===== src/rtl/gcode_emergency_command_detector_macros.svh =====
// Assertion macros used by the detector's top-level RTL file.
`ifndef GCODE_EMERGENCY_COMMAND_DETECTOR_MACROS_SVH
`define GCODE_EMERGENCY_COMMAND_DETECTOR_MACROS_SVH

// Same-cycle implication, sampled on clk and disabled while rst_n is low.
`define GCED_ASSERT_IMP(lbl, ante, cons) \
  lbl: assert property (@(posedge clk) disable iff (!rst_n) (ante) |-> (cons)) \
    else $error("detector assertion failed");

// Next-cycle implication, sampled on clk and disabled while rst_n is low.
`define GCED_ASSERT_NXT(lbl, ante, cons) \
  lbl: assert property (@(posedge clk) disable iff (!rst_n) (ante) |=> (cons)) \
    else $error("detector assertion failed");

`endif


===== src/rtl/gced_pkg.sv =====
// Package with the types and character codes of the urgent-command detector.
`default_nettype none

package gced_pkg;

  // One received byte.
  typedef logic [7:0] char_t;

  // Reported command code.
  typedef logic [1:0] cmd_t;

  localparam cmd_t CMD_NONE  = 2'd0;
  localparam cmd_t CMD_M108  = 2'd1;
  localparam cmd_t CMD_M112  = 2'd2;
  localparam cmd_t CMD_M410  = 2'd3;

  // ASCII characters the parser looks for.
  localparam char_t CHAR_NL    = 8'h0A;
  localparam char_t CHAR_SP    = 8'h20;
  localparam char_t CHAR_MINUS = 8'h2D;
  localparam char_t CHAR_0     = 8'h30;
  localparam char_t CHAR_1     = 8'h31;
  localparam char_t CHAR_2     = 8'h32;
  localparam char_t CHAR_4     = 8'h34;
  localparam char_t CHAR_8     = 8'h38;
  localparam char_t CHAR_9     = 8'h39;
  localparam char_t CHAR_M     = 8'h4D;
  localparam char_t CHAR_N     = 8'h4E;

  // Line parser phases, one-hot.
  typedef enum logic [11:0] {
    PH_START = 12'b0000_0000_0001,
    PH_NUM   = 12'b0000_0000_0010,
    PH_M     = 12'b0000_0000_0100,
    PH_M1    = 12'b0000_0000_1000,
    PH_M10   = 12'b0000_0001_0000,
    PH_M11   = 12'b0000_0010_0000,
    PH_M4    = 12'b0000_0100_0000,
    PH_M41   = 12'b0000_1000_0000,
    PH_M108  = 12'b0001_0000_0000,
    PH_M112  = 12'b0010_0000_0000,
    PH_M410  = 12'b0100_0000_0000,
    PH_SKIP  = 12'b1000_0000_0000
  } phase_t;

  // Parser decision for one byte.
  typedef struct packed {
    phase_t phase;
    cmd_t   found;
  } parse_res_t;

endpackage

`default_nettype wire


===== src/rtl/gced_if.sv =====
// Valid/ready channel interfaces for received bytes and reported commands.
`default_nettype none

interface gced_char_if;
  import gced_pkg::*;

  logic  valid;
  logic  ready;
  char_t rx_char;

  modport source (output valid, output rx_char, input ready);
  modport sink (input valid, input rx_char, output ready);
endinterface

interface gced_cmd_if;
  import gced_pkg::*;

  logic valid;
  logic ready;
  cmd_t command_found;

  modport source (output valid, output command_found, input ready);
  modport sink (input valid, input command_found, output ready);
endinterface

`default_nettype wire


===== src/rtl/gced_parser.sv =====
// Next-phase and command decode of the line parser for one received byte.
`default_nettype none

module gced_parser (
  input  gced_pkg::phase_t     phase,
  input  gced_pkg::char_t      rx_char,
  output gced_pkg::parse_res_t res
);
  import gced_pkg::*;

  logic is_digit;
  logic is_nl;
  logic is_sp;

  assign is_digit = (rx_char >= CHAR_0) && (rx_char <= CHAR_9);
  assign is_nl    = (rx_char == CHAR_NL);
  assign is_sp    = (rx_char == CHAR_SP);

  // Phase transition table; a command is reported only on the newline after a full code.
  always_comb begin
    res.phase = phase;
    res.found = CMD_NONE;
    case (phase)
      PH_START: begin
        if (is_sp) begin
          res.phase = PH_START;
        end else if (rx_char == CHAR_N) begin
          res.phase = PH_NUM;
        end else if (rx_char == CHAR_M) begin
          res.phase = PH_M;
        end else begin
          res.phase = PH_SKIP;
        end
      end
      PH_NUM: begin
        if (is_digit || is_sp || (rx_char == CHAR_MINUS)) begin
          res.phase = PH_NUM;
        end else if (rx_char == CHAR_M) begin
          res.phase = PH_M;
        end else begin
          res.phase = PH_SKIP;
        end
      end
      PH_M: begin
        if (is_sp) begin
          res.phase = PH_M;
        end else if (rx_char == CHAR_1) begin
          res.phase = PH_M1;
        end else if (rx_char == CHAR_4) begin
          res.phase = PH_M4;
        end else begin
          res.phase = PH_SKIP;
        end
      end
      PH_M1: begin
        if (rx_char == CHAR_0) begin
          res.phase = PH_M10;
        end else if (rx_char == CHAR_1) begin
          res.phase = PH_M11;
        end else begin
          res.phase = PH_SKIP;
        end
      end
      PH_M10: begin
        res.phase = (rx_char == CHAR_8) ? PH_M108 : PH_SKIP;
      end
      PH_M11: begin
        res.phase = (rx_char == CHAR_2) ? PH_M112 : PH_SKIP;
      end
      PH_M4: begin
        res.phase = (rx_char == CHAR_1) ? PH_M41 : PH_SKIP;
      end
      PH_M41: begin
        res.phase = (rx_char == CHAR_0) ? PH_M410 : PH_SKIP;
      end
      PH_M108: begin
        if (is_nl) begin
          res.phase = PH_START;
          res.found = CMD_M108;
        end
      end
      PH_M112: begin
        if (is_nl) begin
          res.phase = PH_START;
          res.found = CMD_M112;
        end
      end
      PH_M410: begin
        if (is_nl) begin
          res.phase = PH_START;
          res.found = CMD_M410;
        end
      end
      PH_SKIP: begin
        if (is_nl) begin
          res.phase = PH_START;
        end
      end
      default: begin
        // A corrupted phase waits for the end of the line, then restarts.
        if (is_nl) begin
          res.phase = PH_START;
        end
      end
    endcase
  end

endmodule

`default_nettype wire


===== src/rtl/gcode_emergency_command_detector.sv =====
// Urgent G-code command detector: byte register, line parser and result register.
//
// Usage: received bytes enter on in_if (valid/ready, field rx_char); for every
// byte exactly one result leaves on out_if (valid/ready, field command_found).
// command_found is 0 for ordinary bytes, and 1 (M108), 2 (M112) or 3 (M410) on
// the newline that ends a line holding that urgent code.
// Path: an accepted byte is registered in the byte register, decoded there by
// the parser, and its result is registered in the result register for out_if.
// Throughput: one byte per cycle while the receiver keeps taking results; the
// parser phase updates in the decode stage as each byte moves on.
// Reset (rst_n low, synchronous): both stages empty, parser back at line start.
// Receiver stall: a held result stays in the result register; one more byte
// may wait in the byte register, after which in_if.ready drops until the
// receiver takes the held result.
`default_nettype none
`include "gcode_emergency_command_detector_macros.svh"

module gcode_emergency_command_detector (
  input  wire          clk,
  input  wire          rst_n,
  gced_char_if.sink    in_if,
  gced_cmd_if.source   out_if
);
  import gced_pkg::*;

  logic       s1_valid_r;
  logic       s1_valid_nxt;
  char_t      s1_char_r;
  char_t      s1_char_nxt;
  phase_t     phase_r;
  phase_t     phase_nxt;
  logic       out_valid_r;
  logic       out_valid_nxt;
  cmd_t       out_found_r;
  cmd_t       out_found_nxt;
  logic       s1_adv;
  logic       in_acc;
  parse_res_t res;

  // Stage handshakes: a byte moves on whenever the result register is free.
  assign s1_adv      = s1_valid_r && (!out_valid_r || out_if.ready);
  assign in_if.ready = !s1_valid_r || s1_adv;
  assign in_acc      = in_if.valid && in_if.ready;

  gced_parser u_parser (
    .phase   (phase_r),
    .rx_char (s1_char_r),
    .res     (res)
  );

  // Next values of the byte stage, parser phase and result stage.
  always_comb begin
    s1_valid_nxt  = in_acc || (s1_valid_r && !s1_adv);
    s1_char_nxt   = in_acc ? in_if.rx_char : s1_char_r;
    phase_nxt     = s1_adv ? res.phase : phase_r;
    out_valid_nxt = s1_adv || (out_valid_r && !out_if.ready);
    out_found_nxt = s1_adv ? res.found : out_found_r;
  end

  // Control registers with reset.
  always_ff @(posedge clk) begin
    if (!rst_n) begin
      s1_valid_r  <= 1'b0;
      out_valid_r <= 1'b0;
      phase_r     <= PH_START;
    end else begin
      s1_valid_r  <= s1_valid_nxt;
      out_valid_r <= out_valid_nxt;
      phase_r     <= phase_nxt;
    end
  end

  // Payload registers.
  always_ff @(posedge clk) begin
    s1_char_r   <= s1_char_nxt;
    out_found_r <= out_found_nxt;
  end

  assign out_if.valid         = out_valid_r;
  assign out_if.command_found = out_found_r;

  // A command is reported only for a newline byte.
  `GCED_ASSERT_IMP(a_found_on_nl, s1_adv && (res.found != CMD_NONE), s1_char_r == CHAR_NL)
  // The phase only moves when a byte is decoded.
  `GCED_ASSERT_NXT(a_phase_hold, !s1_adv, $stable(phase_r))
  // A decoded byte always lands in the result register.
  `GCED_ASSERT_NXT(a_result_lands, s1_adv, out_valid_r)
  // A newline while skipping returns the parser to line start.
  `GCED_ASSERT_NXT(a_skip_ends, s1_adv && (phase_r == PH_SKIP) && (s1_char_r == CHAR_NL),
                   phase_r == PH_START)

endmodule

`default_nettype wire


===== src/flat_wrapper.sv =====
// flat-port wrapper written by rule: the top's interface ports become plain ports
module gcode_emergency_command_detector_flat import gced_pkg::*;
  (clk, rst_n, in_if_valid, in_if_rx_char, in_if_ready, out_if_valid, out_if_command_found, out_if_ready);
  gced_char_if in_if_i ();
  gced_cmd_if out_if_i ();
  input  wire clk;
  input  wire rst_n;
  input wire logic [$bits(in_if_i.valid)-1:0] in_if_valid;
  input wire logic [$bits(in_if_i.rx_char)-1:0] in_if_rx_char;
  output wire logic [$bits(in_if_i.ready)-1:0] in_if_ready;
  output wire logic [$bits(out_if_i.valid)-1:0] out_if_valid;
  output wire logic [$bits(out_if_i.command_found)-1:0] out_if_command_found;
  input wire logic [$bits(out_if_i.ready)-1:0] out_if_ready;
  assign in_if_i.valid = in_if_valid;
  assign in_if_i.rx_char = in_if_rx_char;
  assign in_if_ready = in_if_i.ready;
  assign out_if_valid = out_if_i.valid;
  assign out_if_command_found = out_if_i.command_found;
  assign out_if_i.ready = out_if_ready;
  gcode_emergency_command_detector u_core (.clk(clk), .rst_n(rst_n), .in_if(in_if_i), .out_if(out_if_i));
endmodule

===== config.mk =====
export PLATFORM = sky130hd
export DESIGN_NAME = gcode_emergency_command_detector_flat
export DESIGN_NICKNAME = d
export VERILOG_FILES = /design/src/rtl/gced_pkg.sv /design/src/rtl/gced_if.sv /design/src/rtl/gced_parser.sv /design/src/rtl/gcode_emergency_command_detector.sv /design/src/flat_wrapper.sv
export VERILOG_INCLUDE_DIRS = /design/src /design/src/rtl
export SDC_FILE = /design/constraint.sdc
export NUM_CORES = 1
export LEC_CHECK = 0
export BUFFER_PORTS_ARGS = -buffer_cell sky130_fd_sc_hd__buf_2
export CAP_MARGIN = 20
export CELL_PAD_IN_SITES_DETAIL_PLACEMENT = 0
export CELL_PAD_IN_SITES_GLOBAL_PLACEMENT = 1
export CORE_ASPECT_RATIO = 0.9
export CORE_MARGIN = 1
export CORE_UTILIZATION = 35
export DETAILED_ROUTE_END_ITERATION = 16
export PLACE_DENSITY = 0.65
export SLEW_MARGIN = 10
export SYNTH_ARGS = -nofsm -noshare
export SYNTH_HDL_FRONTEND = slang
export SYNTH_SLANG_ARGS = --single-unit

===== constraint.sdc =====
create_clock -name clk -period 2.9 [get_ports clk]
set_input_delay 0.145 -clock clk [delete_from_list [all_inputs] [get_ports clk]]
set_output_delay 0.145 -clock clk [all_outputs]
set_load 0.02 [all_outputs]

==> results_dict.tcl <==
set metrics [dict create \
    synth_ff_type "dfxtp_1" \
    tritoncts "yes" \
    wl_mm 3.366 \
    diodes 0 \
    switchingPower_w 0.0001817 \
    synth_common_cells "nor2_1 (18), nand2_1 (17), dfxtp_1 (14)" \
    synth.area.top_cells "edfxtp_1 (20%), dfxtp_1 (19%), nor2_1 (4.5%)" \
    yosysWarnings 0 \
    rsz0062_at_grt "no" \
    reg2reg_slack_ps 260 \
    synth_compound_area_frac 0.1597 \
    grt_pass1_wl_mm 5.430 \
    row_count 22 \
    wl_per_cell_um 14.57 \
    p_seq_frac 0.501 \
    clk_pin_slew_ps 90 \
    crit_arrival_ps 2820 \
    layout-drive-gt1-share 0.2022 \
    synth-simple-area-share 0.3671 \
    synth_area_per_cell_um2 8.751 \
    synth-xor-area-share 0.02926 \
    tightest_slew_ps 595.7 \
    status "complete, no violations" \
    place_congestion 0.8941 \
    synthMuxAreaShare 0 \
    final.period_utilization 0.9089 \
    p_leak_nw 0.5607 \
    async_flop_share 0 \
    synth_top_family_by_area "simple AND/OR/NAND/NOR gates" \
    area_growth_pct 9.699 \
    synth-edff-count 10 \
    cp-start-kind "flip-flop" \
    power.share.combinational 0.114 \
    cp-end-kind "flip-flop" \
    worstHoldPathType "in2reg" \
    portBuffers 15 \
    clockPowerShare 0.385 \
    antenna_found_initial 0 \
    required_ps 3080 \
    vias_per_cell 5.775 \
    skew_ps 3.947 \
    netlist_instances 171 \
    slew_headroom 0.5973 \
    final.min_clock_period_ps 2636 \
    fin_hold_ws_ps 46.81 \
    dpl_cell_area_um2 1570 \
    drv_slew 0 \
    coreArea_um2 4101 \
    grt_max_degree 15 \
    maxCapViolations 0 \
    hold_buffers 0 \
    synth_nets 183 \
    synth_fa_ha_area_frac 0 \
    globalRouteMet3Util 0.02839 \
    cts_htree_levels 1 \
    worstSkewPairLatency_ps 260 \
    clock_path_buffers 2 \
    place_hpwl_mm 2.623 \
    drc_errors 0 \
    dieHeight_um 64.03 \
    critPathKind "reg2reg" \
    stdcell_area_um2 1642 \
    power_density_nw_per_um2 466.7 \
    hold_violations 0 \
    synth_seq_cells 24 \
    use_met2 0.2692 \
    p_int_w 0.0005845 \
    max_freq_mhz 379.4 \
    netSwitchingFraction 0.2371 \
    cts_num_sinks 24 \
    first_iter_violations 65 \
    grtUsageTotal 0.1531 \
    root_buffer "clkbuf_8" \
    layout.nets 196 \
    yosys.area.top_type "edfxtp_1" \
    crit_fanout 7 \
    setup_violations 0 \
    floorplan.die_area_um2 4541 \
    ys_types 49 \
    antenna_left 0 \
    post_cts_resized 0 \
    synth_top_area_frac 0.2007 \
    start_util 0.3649 \
    yosysSeqAreaShare 0.3880 \
    post_cts.repair.setup_buffers 0 \
    grt_pass1_vias 1198 \
    peakVddDrop_v 0.0001928 \
    gr-usage-met1 0.1965 \
    die_w_um 70.93 \
    vias 1334 \
    first_pass_iters 4 \
    boundaryPins 16 \
    yosysMostFrequentCell "nor2_1" \
    tns_ps 0 \
    synth_area_um2 1496 \
    grt_most_used_layer "met2" \
    grt.overflow.total 0 \
    cts_buffers 3 \
]
==> cells by family after synthesis <==
kind of cell / count (synthesis)
flops: 24
simple gates: 96
xor+xnor: 5
buf+inv: 12
compound gates: 34
==> critical path, stage by stage (launching register included) <==
cell and delay, ps:
edfxtp_1 490, or3b_4 450, or4b_4 540, or4_4 560, nor2_4 140, o21ai_2 100, o31ai_2 260
==> routing by layer <==
metal  vias up  routed length, um
met4         0                 18
met3         2                165
li1        667                  -
met1       631               1573
met5         -                  0
met2        34               1609
==> final timing paths <==
kind | start | end | depth (start not counted)
min reg2reg | u_core.s1_valid_r$_SDFF_PN0_ | u_core.out_if.valid$_SDFF_PN0_ | 2
max reg2reg | u_core.s1_char_r[4]$_DFFE_PP_ | u_core.phase_r[8]$_SDFFE_PN0P_ | 6
max | u_core.s1_char_r[4]$_DFFE_PP_ | u_core.phase_r[8]$_SDFFE_PN0P_ | 6
min | in_if_rx_char[6] | u_core.s1_char_r[6]$_DFFE_PP_ | 1
==> state kept, by name, summed over array words and instances, names as in the netlist <==
| signal | flops |
|---|---|
| u_core.out_if.command_found | 2 |
| u_core.s1_valid_r | 1 |
| u_core.phase_r | 12 |
| u_core.out_if.valid | 1 |
| u_core.s1_char_r | 8 |
==> cell type report <==
class | instances | area [um^2]
fillers | 427 | 2460
multi-input cells | 135 | 832.0
flip-flops and latches | 24 | 580.6
repair buffers | 16 | 82.58
well taps | 48 | 60.06
clock buffers | 3 | 41.29
clock inverters | 1 | 30.03
inverters | 4 | 15.01
==> power by group through the flow <==
| stage | Clock [W] | Sequential, W | Combinational (W) |
|---|---|---|---|
| 5_1_grt | 0.000317 | 0.000386 | 0.0000961 |
| 3_3_place_gp | 0 | 0.000391 | 0.0000879 |
| 6_report | 0.000295 | 0.000384 | 0.0000873 |
| 2_1_floorplan | 0 | 0.000383 | 0.0000740 |
| 3_5_place_dp | 0 | 0.000391 | 0.0000876 |
| 4_1_cts | 0.000299 | 0.000383 | 0.0000877 |
==> cell usage in the layout, fill, tap and decap left out, types with 2 or more instances in the layout <==
master,count
nor2_1,18
nand2_1,17
buf_2,15
dfxtp_1,14
nor3_1,12
o21ai_0,11
edfxtp_1,10
nand3_1,7
nor2b_1,6
nor4_1,6
nand4_1,5
nand2b_1,4
xnor2_1,4
inv_1,4
a21oi_1,4
or4_2,3
a211oi_1,3
or4b_2,3
clkbuf_8,3
or4_4,2
and2_1,2
nor4b_1,2
a22oi_1,2
==> stage by stage <==
stage | utilization | cells | setup WS, ps | total power (W)
2_1_floorplan | - | 171 | 450.3 | 0.0004575
3_3_place_gp | 0.3829 | 227 | 355.8 | 0.0004785
3_5_place_dp | 0.3829 | 227 | 295.9 | 0.0004786
4_1_cts | 0.4002 | 231 | 279.2 | 0.0007696
5_1_grt | 0.4002 | 231 | 177.4 | 0.0007988
6_report | 0.4002 | 231 | 264.2 | 0.0007662
(Power assumes the default switching activity.)
